$ cat src/hdl/grc_pkg.sv
// Package for the region crossover unit: field widths, opcodes, status codes,
// controller-to-datapath command and status structs. No dependencies.
`default_nettype none
package grc_pkg;

    localparam int MAX_LENGTH_DEF = 2048;
    localparam int MIN_LENGTH_DEF = 8;
    localparam int WORD_BITS_DEF  = 8;

    localparam int OP_W    = 3;
    localparam int INSTR_W = 8;
    localparam int MERIT_W = 48;
    localparam int RAND_W  = 16;
    localparam int RIDX_W  = 11;
    localparam int LEN_W   = 12;
    localparam int MC_W    = 7;

    localparam logic [OP_W-1:0] OP_CLEAR = 3'd0;
    localparam logic [OP_W-1:0] OP_LOADA = 3'd1;
    localparam logic [OP_W-1:0] OP_LOADB = 3'd2;
    localparam logic [OP_W-1:0] OP_RUN   = 3'd3;
    localparam logic [OP_W-1:0] OP_READ  = 3'd4;

    localparam logic [1:0] ST_DONE    = 2'd0;
    localparam logic [1:0] ST_REFUSED = 2'd1;
    localparam logic [1:0] ST_RDATA   = 2'd2;
    localparam logic [1:0] ST_RRANGE  = 2'd3;

    // Copy segment selects for the run sequencer
    typedef enum logic [2:0] {
        SEG_A_HEAD = 3'd0,
        SEG_B_MID  = 3'd1,
        SEG_A_TAIL = 3'd2,
        SEG_B_HEAD = 3'd3,
        SEG_A_MID  = 3'd4,
        SEG_B_TAIL = 3'd5
    } t_seg;

    typedef struct packed {
        logic       clear;
        logic       load_a;
        logic       load_b;
        logic       setup;      // register cut fractions and operands
        logic       mul_step;   // one multiply/divide step
        logic       decide;     // compute new lengths and exchange
        logic       seg_start;  // open a copy segment
        t_seg       seg;
        logic       copy;       // one copy word
        logic       finish;     // write lengths, form run result
        logic       read_req;   // issue a read
        logic       read_emit;  // form read result
    } t_cmd;

    typedef struct packed {
        logic mul_done;
        logic seg_done;
    } t_stat;

endpackage
`default_nettype wire

$ cat src/hdl/grc_ctrl.sv
// Controller for the region crossover unit: one-hot sequencer over the
// arithmetic steps and the six copy segments. Depends on grc_pkg.
`default_nettype none
module grc_ctrl
    import grc_pkg::*;
(
    input  wire logic            i_clk,
    input  wire logic            i_rst_n,
    input  wire logic            i_valid,
    input  wire logic [OP_W-1:0] i_op,
    output logic                 o_ready,
    input  wire logic            i_out_free,
    output logic                 o_out_load,
    output t_cmd                 o_cmd,
    input  wire t_stat           i_stat
);

    typedef enum logic [6:0] {
        S_IDLE   = 7'b0000001,
        S_MUL    = 7'b0000010,
        S_DECIDE = 7'b0000100,
        S_SEGST  = 7'b0001000,
        S_COPY   = 7'b0010000,
        S_FIN    = 7'b0100000,
        S_READ   = 7'b1000000
    } t_state;

    t_state r_state, n_state;
    t_seg   r_seg, n_seg;
    logic   w_acc;

    assign o_ready = (r_state == S_IDLE) && i_out_free;
    assign w_acc   = i_valid && o_ready;

    // Next state and commands
    always_comb begin
        n_state = r_state;
        n_seg = r_seg;
        o_cmd = '0;
        o_cmd.seg = r_seg;
        o_out_load = 1'b0;
        case (r_state)
            S_IDLE: begin
                if (w_acc) begin
                    case (i_op)
                        OP_CLEAR: o_cmd.clear = 1'b1;
                        OP_LOADA: o_cmd.load_a = 1'b1;
                        OP_LOADB: o_cmd.load_b = 1'b1;
                        OP_RUN: begin
                            o_cmd.setup = 1'b1;
                            n_state = S_MUL;
                        end
                        OP_READ: begin
                            o_cmd.read_req = 1'b1;
                            n_state = S_READ;
                        end
                        default: ;
                    endcase
                end
            end
            S_MUL: begin
                o_cmd.mul_step = 1'b1;
                if (i_stat.mul_done) n_state = S_DECIDE;
            end
            S_DECIDE: begin
                o_cmd.decide = 1'b1;
                n_seg = SEG_A_HEAD;
                n_state = S_SEGST;
            end
            S_SEGST: begin
                o_cmd.seg_start = 1'b1;
                n_state = S_COPY;
            end
            S_COPY: begin
                if (i_stat.seg_done) begin
                    if (r_seg == SEG_B_TAIL) begin
                        n_state = S_FIN;
                    end else begin
                        n_seg = t_seg'(r_seg + 3'd1);
                        n_state = S_SEGST;
                    end
                end else begin
                    o_cmd.copy = 1'b1;
                end
            end
            S_FIN: begin
                o_cmd.finish = 1'b1;
                o_out_load = 1'b1;
                n_state = S_IDLE;
            end
            S_READ: begin
                o_cmd.read_emit = 1'b1;
                o_out_load = 1'b1;
                n_state = S_IDLE;
            end
            default: n_state = S_IDLE;
        endcase
    end

    always_ff @(posedge i_clk) begin
        if (!i_rst_n) begin
            r_state <= S_IDLE;
            r_seg <= SEG_A_HEAD;
        end else begin
            r_state <= n_state;
            r_seg <= n_seg;
        end
    end

endmodule
`default_nettype wire

$ cat config.mk
export PLATFORM = sky130hd
export DESIGN_NAME = grc_ctrl
export DESIGN_NICKNAME = d
export VERILOG_FILES = /design/src/hdl/grc_pkg.sv /design/src/hdl/grc_ctrl.sv
export SDC_FILE = /design/constraint.sdc
export NUM_CORES = 1
export LEC_CHECK = 0
export BUFFER_PORTS_ARGS = -buffer_cell sky130_fd_sc_hd__buf_2
export CAP_MARGIN = 0
export CORE_MARGIN = 2
export CORE_UTILIZATION = 46
export DETAILED_ROUTE_END_ITERATION = 8
export PLACE_DENSITY = 0.77
export SETUP_SLACK_MARGIN = 0.4
export SLEW_MARGIN = 15
export SYNTH_ARGS = -nofsm -noshare
export SYNTH_HDL_FRONTEND = slang
export SYNTH_SLANG_ARGS = --single-unit
$ cat constraint.sdc
create_clock -name i_clk -period 1.6 [get_ports i_clk]
set_input_delay 0.24 -clock i_clk [delete_from_list [all_inputs] [get_ports i_clk]]
set_output_delay 0.24 -clock i_clk [all_outputs]
set_load 0.1 [all_outputs]
==> impl_metrics.ini, run 1 <==
[floorplanning]
std_cell_rows = 13
start_util_pct = 49.1
die_w_um = 41.0
ioPinCount = 25
die_h_um = 41.0

[clocking]
numCtsBuffers = 3
post_cts_buffers = 8
cts-resized-gates = 34
holdBufCountCts = 0
cts-root-buf = clkbuf_4
cts.htree.levels = 1
clk_path_buf_depth = 2
cts_sinks = 10

[status]
failed_stage = 4_1_cts
status = stopped before the end
firstError = [ERROR DPL-0038] Utilization greater than 100%, impossible to legalize

[place]
gp_congestion = 0.823
placement.io_buffers = 24
post-place-ws_ps = -186
dp_hpwl_mm = 1.81

[synth]
ys_ff_latch = 10
yosysWarningCount = 0
ys_seq_area_share_pct = 31.7
synth_nets = 85
avgSynthCellArea_sq_um = 8.52
async_reset_ff_share_pct = 0
synth_edf_count = 0
synth_ff_type = dfxtp_1
syn_inst = 74
ys_types = 33
netlist_area_sq_um = 631
## cells by family after synthesis
| kind of cell | after synthesis | synth area share [%] |
|---|---|---|
| buf+inv | 3 | 1.79 |
| fa+ha+maj | 2 | 3.97 |
| flops | 10 | 31.7 |
| simple gates | 48 | 50.0 |
| xor+xnor | 1 | 1.39 |
| compound gates | 10 | 11.1 |
## synthesized netlist by cell type, types with 3 or more instances
cell type   n  area share [%]
nor3b_1     3             3.6
nor2b_1     4             4.0
and3_1      3             3.0
nor3_1      5             4.0
nand2_1     7             4.2
nor2_1      7             4.2
dfxtp_1    10              32
## through the flow
stage,setup TNS (ps),hold WS [ps],instances,area [sq um]
floorplan,-2820,359,74,757
global placement,-256,483,123,1170
detailed placement,-445,506,123,1170
==> inputs of run 2 (changes only) <==
Settings changed: CORE_AREA set to 2 2 63 65, CORE_MARGIN 2 to not set, CORE_UTILIZATION 46 to not set, DIE_AREA set to 0 0 65 67, PLACE_DENSITY 0.77 to not set, PLACE_DENSITY_LB_ADDON set to 0.15, SETUP_SLACK_MARGIN 0.4 to not set.
==> run 2 against run 1 <==
  * Synthesized cell count stayed put
  * Synthesized area unchanged
  * The flow now finishes, with violations (negative setup slack)
==> impl_metrics.ini, run 2 <==
[synth]
synth_commonest_cells = dfxtp_1, nand2_1, nor2_1
ys_ff_latch = 10
synth_ff_type = dfxtp_1
avgSynthCellArea_sq_um = 8.52
synth_nets = 85
synth_top_area_cell = dfxtp_1
yosysWarningCount = 0
netlist_area_sq_um = 631
async_reset_ff_share_pct = 0
synth_top_area_share_pct = 31.7
synth_edf_count = 0
synth_area_leaders = dfxtp_1, nand2_1, nor2_1, ha_1, nor2b_1
syn_inst = 74
ys_seq_area_share_pct = 31.7
ys_types = 33
synth.most_common_cell = dfxtp_1

[min_path]
hold_path_end = r_state[2]
hp-class = input port to register
worst_hold_path.num_cells = 2
worstHoldStart = i_stat[1]

[timing]
slew_headroom_pct = 67.9
layout_setup_ws_ps = -404
tightest_slew_ps = 485
hold_viol = 0
skew_ps = 3.42
finalHoldWorstSlack_ps = 241
final_max_slew_viol_count = 0
period_minus_slack_ps = 2000
fmax_mhz = 499
finalSetupViolations = 9
rsz0062_at_grt = true
period_share_pct = 125

[grt]
grt_usage_pct = 10.0
grt_max_degree = 13
grt.overflow.total = 0
grt_pass1_vias = 721
antenna_found_initial = 0
grt_pass1_wl_mm = 3.29

[detailed_routing]
avgViaCountPerCell = 4.35
antenna_left = 0
wirelength_mm = 1.97
drtIter0Drc = 12
firstDrtPassIters = 2
drc_errors = 0
vias = 718
wl_per_cell_um = 11.9

[place]
placement.io_buffers = 24
gp_congestion = 0.734
dp_hpwl_mm = 1.54
post-place-ws_ps = -150

[finish]
final_common_cell = buf_4
nets = 129
diodes = 0
largest_register_ffs = 7
areaGrowthSynthToFinish_pct = 119
layout_common_cells = buf_4, buf_12, buf_2
reg_top3 = r_state x7, r_seg x3
drive_gt1_share_pct = 67.5
regMostFlops = r_state

[power_and_ir_drop]
p_sw_share_pct = 27.3
powerDensity_nw_per_um2 = 523
p_int_w = 0.000525
seqPwrFrac_pct = 34.7
peakVddDrop_mv = 0.241
switchingPower_w = 0.000198
power_frac_comb_pct = 20.0
leakage_nw = 0.562
clockPowerShare_pct = 45.2

[clocking]
cts_tree = done
insertion_delay_ps = 240
cts.htree.levels = 1
path_clk_slew_ps = 50
clk_path_buf_depth = 2
cts-root-buf = clkbuf_8
cts_sinks = 10
numCtsBuffers = 3

[worst_setup_path]
end_kind = output pin
worstSetupPathType = register to output pin
start_kind = register
worstPathRequired_ps = 1360
r2r_slack_ps = 110
r2r_start = r_state[1]
path_max_fanout = 3
rr_worst_depth = 6
reg2reg_to = r_seg[0]
arrival_ps = 1760

[status]
violations = negative setup slack
status = finished, violations left

[job]
drv_cap = 0

[floorplanning]
die_h_um = 67
ioPinCount = 25
die_w_um = 65
core_sq_um = 3610
start_util_pct = 17.5
die_area_sq_um = 4360
std_cell_rows = 22
[run 2: cell counts after synthesis]
Identical to the previous run, type by type.
[run 2: kinds of logic (layout without fill, tap and decap cells)]
family | Yosys count | count (layout) | share of synthesized area [%]
buffers and inverters | 3 | 46 | 1.79
AOI/OAI and AO/OA | 10 | 10 | 11.1
and+or+nand+nor | 48 | 48 | 50.0
DFF | 10 | 10 | 31.7
xor gates and xnor gates | 1 | 1 | 1.39
adders and majority gates | 2 | 2 | 3.97
[run 2: how the worst max path moves through the flow]
stage               startpoint   endpoint  slack (ps)  depth (start not counted)
finish              r_state[6]  o_cmd[11]        -400                          5
global route        r_state[6]  o_cmd[12]        -460                          5
CTS                 r_state[6]  o_cmd[12]        -390                          5
detailed placement  r_state[6]  o_cmd[11]        -150                          5
global placement    r_state[6]  o_cmd[11]        -120                          5
floorplan           r_state[6]  o_cmd[11]        -650                          4
[run 2: worst max-delay path, stage by stage, from the launching register on]
cell and delay, ps:
dfxtp_2 330, nor3_4 230, nand3_4 90, or3_4 430, nor3b_4 240, buf_12 200
[run 2: area by class of cell]
class,count,area [sq um]
clock buffer,4,55.1
fill,366,2220
inverter,2,7.51
multi-input combinational,61,607
sequential,10,209
tap,48,60.1
timing repair buffer,40,443
[run 2: stage by stage]
stage / power [W] / util (%) / cells / cell area (sq um) / TNS, ps
after floorplan: 0.000331 / - / 74 / 734 / -3050
after global placement: 0.000385 / 33.2 / 157 / 1200 / -276
after detailed placement: 0.000387 / 33.2 / 157 / 1200 / -375
after CTS: 0.000731 / 37.8 / 164 / 1360 / -1640
after global routing: 0.000752 / 38.3 / 165 / 1380 / -2110
final: 0.000722 / 38.3 / 165 / 1380 / -1570
[run 2: per-layer routing]
metal	part of all wire (%)	vias to the layer above	global-route usage [%]
li1	-	354	-
met1	39	349	10.4
met2	56	13	18.9
met3	4.4	2	3.38
met4	0.41	0	3.19
met5	0	-	0
[run 2: timing repair]
| action | 4_1_cts | 5_1_grt |
|---|---|---|
| hold buffers | 0 | 0 |
| pin swaps | 9 | 8 |
| buffers inserted | 5 | 3 |
| hold endpoints to repair | 0 | 0 |
| resized for setup | 20 | 4 |
| setup endpoints to repair | 15 | 16 |
[run 2: power groups by stage]
stage	combinational, W	sequential (W)	clock [W]
finish	0.000145	0.000251	0.000327
floorplan	0.0000745	0.000257	0
CTS	0.000143	0.000251	0.000337
global placement	0.000130	0.000256	0
detailed placement	0.000131	0.000256	0
global route	0.000153	0.000251	0.000348
Note: power is estimated with default switching activity, not from simulation.
==> inputs of run 3 (changes only) <==
Settings changed: GPL_TIMING_DRIVEN set to 0.
==> run 3 against run 2 <==
  * The flow still finishes with violations (negative setup slack)
  * Total power down 8.8%
  * Utilization down 4.5 points
  * Maximum frequency down 1.1%
  * Non-clock buffer count down 7
  * First-iteration DRC count up 75%
  * Via count down 7.0%
  * Flip-flop and latch count unchanged
  * Final area down 12%
  * Die area unchanged
  * Sequential power about the same
  * Clock power down 15%
  * Highest routed layer unchanged
==> impl_metrics.ini, run 3 (synthesis gave the netlist of run 2 again) <==
[clocking]
path_clk_slew_ps = 50
cts_sinks = 10
numCtsBuffers = 3
clk_path_buf_depth = 2
insertion_delay_ps = 240
holdBufCountCts = 0
cts.htree.levels = 1
cts-root-buf = clkbuf_8
cts_tree = done

[floorplanning]
std_cell_rows = 22
ioPinCount = 25
core_sq_um = 3610
die_area_sq_um = 4360
die_w_um = 65
start_util_pct = 17.5
die_h_um = 67

[grt]
grt_usage_pct = 8.43
grt_max_degree = 11
grt_pass1_wl_mm = 2.82
antenna_found_initial = 0
grt.overflow.total = 0
grt_pass1_vias = 642

[worst_setup_path]
cpPeakStageDelay_ps = 420
rr_worst_depth = 7
reg2reg_to = r_seg[0]
path_buf_inv = 1
cp.depth = 5
worstPathRequired_ps = 1360
worstPathCellList = nor3_4 > nand3_4 > or3_4 > nor3b_4 > buf_12
crit_path_top_delay_cell = or3_4
path_delay_family = simple AND/OR/NAND/NOR gates
end_kind = output pin
start_kind = register
cp-endpoint = o_cmd[11]
arrival_ps = 1790
worstSetupPathType = register to output pin
r2r_start = r_state[6]
path_max_fanout = 5
r2r_slack_ps = 80
crit_start = r_state[6]

[power_and_ir_drop]
peakVddDrop_mv = 0.154
powerDensity_nw_per_um2 = 541
leakage_nw = 0.491

[finish]
diodes = 0
nets = 122
final_util_pct = 33.8
layout_common_cells = buf_2, buf_12, nand2_1
largest_register_ffs = 7
final_common_cell = buf_2
regMostFlops = r_state
areaGrowthSynthToFinish_pct = 93.1
drive_gt1_share_pct = 58.2
reg_top3 = r_state x7, r_seg x3
fillCellCount = 368

[place]
dp_hpwl_mm = 1.29
post-place-ws_ps = -504
placement.io_buffers = 24
gp_congestion = 0.747

[timing]
rsz0062_at_grt = true
finalSetupViolations = 12
period_share_pct = 127
period_minus_slack_ps = 2030
hold_viol = 0
final_max_slew_viol_count = 0
fmax_mhz = 493
tightest_slew_ps = 485
layout_setup_ws_ps = -428
setup_tns_ps = -2650
slew_headroom_pct = 67.9
skew_ps = 6.85

[detailed_routing]
wirelength_mm = 1.67
wl_per_cell_um = 10.5
firstDrtPassIters = 2
drc_errors = 0
vias = 668
drtIter0Drc = 21
avgViaCountPerCell = 4.23
antenna_left = 0

[status]
status = finished, violations left
violations = negative setup slack

[min_path]
hp-class = input port to register

[job]
drv_cap = 0
-- run 3: cell types whose count changed in the layout (fill, tap and decap cells not counted), moves of 2 or more --
| cell | previous run | this run |
|---|---|---|
| buf_4 | 14 | 6 |
| buf_6 | 2 | 6 |
| clkbuf_1 | 0 | 2 |
| nor2_4 | 5 | 3 |
| dfxtp_1 | 5 | 3 |
| nand2_1 | 5 | 7 |
| nor2_1 | 1 | 3 |
| buf_12 | 13 | 9 |
| nand2_4 | 2 | 0 |
-- run 3: report_power, final --
part | switching (W) | internal [W] | leakage (nW)
Sequential | 0.00000335 | 0.000248 | 0.0839
Clock | 0.000104 | 0.000175 | 0.0228
Combinational | 0.0000785 | 0.0000500 | 0.384
-- run 3: timing repair --
| action | in CTS | in global routing |
|---|---|---|
| pin swaps | 5 | 6 |
| resized for setup | 52 | 3 |
| buffers inserted | 5 | 3 |
| endpoints found under the setup margin | 13 | 16 |
-- run 3: area by class of cell --
cell class                 instances  area, sq um  share of cell area [%]
tap                               48         60.1                    4.93
inverter                           2         7.51                   0.617
clock buffer                       4         45.0                    3.70
sequential                        10          214                    17.6
timing repair buffer              32          348                    28.6
multi-input combinational         61          539                    44.3
buffer                             1         3.75                   0.308
-- run 3: worst min path at each step --
stage | start | to | slack [ps] | cells past startpoint
after detailed placement | i_stat[1] | r_state[2] | 500 | 2
after CTS | i_stat[1] | r_state[2] | 250 | 2
after floorplan | i_stat[0] | r_state[5] | 360 | 2
after global routing | i_stat[1] | r_state[2] | 250 | 2
final | i_stat[1] | r_state[2] | 250 | 2
after global placement | i_stat[1] | r_state[2] | 490 | 2
-- run 3: stage by stage --
step / hold slack, ps / std cells / power (W) / instance area (sq um)
5_1_grt: 253 / 158 / 0.000693 / 1220
4_1_cts: 252 / 155 / 0.000667 / 1180
6_report: 249 / 158 / 0.000659 / 1220
3_3_place_gp: 491 / 146 / 0.000359 / 915
2_1_floorplan: 359 / 74 / 0.000331 / 734
3_5_place_dp: 496 / 146 / 0.000361 / 915
-- run 3: layer usage --
layer	routed length [um]	GRT usage, %
met2	798	13.4
met1	759	10.3
met3	67	2.20
met4	40	4.79
met5	0	0
==> inputs of run 4 (changes only) <==
Settings changed: SETUP_SLACK_MARGIN set to 0.02.
==> run 4 against run 3 <==
  * The run still ends with negative setup slack left
  * Final cell count up 0.63%
  * Non-clock buffer count rose by 1
  * Flip-flop and latch count unchanged
  * Register-to-register slack hardly changed
  * Clock skew is essentially flat
  * Global-route usage stayed put
  * Utilization grew 0.42 points
  * First-iteration DRC count down 4.8%
  * Critical path depth unchanged
  * Routed wire length increased by 0.12%
  * Critical endpoint unchanged
  * Largest cell class unchanged
==> impl_metrics.ini, run 4 (synthesis gave the netlist of run 2 again) <==
[place]
placement.io_buffers = 24
dp_hpwl_mm = 1.29
place_area_sq_um = 915
post-place-ws_ps = -504
gp_congestion = 0.747

[clocking]
numCtsBuffers = 3
cts_sinks = 10
cts.htree.levels = 1
holdBufCountCts = 0
cts-root-buf = clkbuf_8
insertion_delay_ps = 240
cts_tree = done
clk_path_buf_depth = 2
path_clk_slew_ps = 50

[floorplanning]
std_cell_rows = 22
core_sq_um = 3610
start_util_pct = 17.5
die_w_um = 65
die_h_um = 67
die_area_sq_um = 4360
ioPinCount = 25

[worst_setup_path]
rr_worst_depth = 7
cpPeakStageDelay_ps = 440
worstPathRequired_ps = 1360
path_delay_family = simple AND/OR/NAND/NOR gates
path_buf_inv = 1
start_kind = register
r2r_slack_ps = 80
worstPathCellList = nor3_4 > nand3_4 > or3_4 > nor3b_4 > buf_12
arrival_ps = 1790
reg2reg_to = r_seg[0]
crit_path_top_delay_cell = or3_4
end_kind = output pin
cp.depth = 5
worstSetupPathType = register to output pin
cp-endpoint = o_cmd[11]
crit_start = r_state[3]
path_max_fanout = 3
r2r_start = r_state[3]

[power_and_ir_drop]
power_frac_comb_pct = 20.0
leakage_nw = 0.498
peakVddDrop_mv = 0.154
p_int_w = 0.000476
p_sw_share_pct = 28.1
clockPowerShare_pct = 42.0
seqPwrFrac_pct = 38.0
switchingPower_w = 0.000186
p_total_w = 0.000662
powerDensity_nw_per_um2 = 537

[grt]
grt_pass1_wl_mm = 2.82
antenna_found_initial = 0
grt_max_degree = 11
grt_pass1_vias = 642
grt.overflow.total = 0
grt_usage_pct = 8.43

[min_path]
hp-class = input port to register
worst_hold_path.num_cells = 2
worstHoldStart = i_stat[1]

[finish]
final_common_cell = buf_2
areaGrowthSynthToFinish_pct = 95.4
fillCellCount = 367
ff_latch_area_sq_um = 215
reg_top3 = r_state x7, r_seg x3
nets = 123
regMostFlops = r_state
layout_common_cells = buf_2, buf_12, nand2_1, buf_6
fin_area_sq_um = 1230
multi_input_area_sq_um = 542
largest_register_ffs = 7
diodes = 0
drive_gt1_share_pct = 60.4

[status]
violations = negative setup slack
status = finished, violations left

[timing]
final_max_slew_viol_count = 0
finalHoldWorstSlack_ps = 249
slew_headroom_pct = 67.9
period_share_pct = 127
fmax_mhz = 492
rsz0062_at_grt = true
hold_viol = 0
layout_setup_ws_ps = -430
finalSetupViolations = 12
tightest_slew_ps = 485
period_minus_slack_ps = 2030
skew_ps = 6.72

[detailed_routing]
wl_per_cell_um = 10.5
avgViaCountPerCell = 4.20
wirelength_mm = 1.67
firstDrtPassIters = 2
drc_errors = 0
drtIter0Drc = 20
antenna_left = 0
vias = 668

[job]
drv_cap = 0
run 4: cell types whose count changed in the layout (fill, tap and decap cells not counted):
cell,previous run,this run
buf_6,6,7
dfxtp_1,3,2
dfxtp_2,5,6
nor2_1,3,2
nor2_2,1,2
run 4: how the worst min path moves through the flow:
stage,end,slack (ps)
after floorplan,r_state[5],360
after global placement,r_state[2],490
after detailed placement,r_state[2],500
after CTS,r_state[2],250
after global routing,r_state[2],250
final,r_state[2],250
run 4: what timing repair did:
item,CTS,global route
endpoints found under the setup margin,13,16
gates resized for setup,53,5
buffers inserted,5,4
pin swaps,5,2
run 4: final cells by class:
| cell class | count | area share [%] |
|---|---|---|
| inverter | 2 | 0.609 |
| sequential | 10 | 17.5 |
| clock buffer | 4 | 3.65 |
| tap | 48 | 4.87 |
| timing repair buffer | 33 | 29.1 |
| buffer | 1 | 0.305 |
| multi-input combinational | 61 | 44.0 |
run 4: per-stage QoR:
step           setup TNS (ps)  util, %  instances
6_report                -2970     34.2        159
4_1_cts                 -2690     32.9        155
2_1_floorplan           -3050        -         74
3_3_place_gp            -1630     25.4        146
5_1_grt                 -3740     34.2        159
3_5_place_dp            -1580     25.4        146
run 4: metal layers:
layer / GRT usage, % / part of all wire (%) / up-vias
li1: - / - / 345
met1: 10.3 / 46 / 305
met2: 13.4 / 48 / 13
met3: 2.20 / 4.0 / 5
met4: 4.79 / 2.4 / 0
met5: 0 / 0 / -
run 4: power by group through the flow:
| stage | combinational [W] | clock, W | sequential [W] |
|---|---|---|---|
| CTS | 0.000129 | 0.000288 | 0.000251 |
| global route | 0.000141 | 0.000304 | 0.000252 |
| floorplan | 0.0000745 | 0 | 0.000257 |
| global placement | 0.000101 | 0 | 0.000258 |
| finish | 0.000132 | 0.000278 | 0.000252 |
| detailed placement | 0.000103 | 0 | 0.000258 |
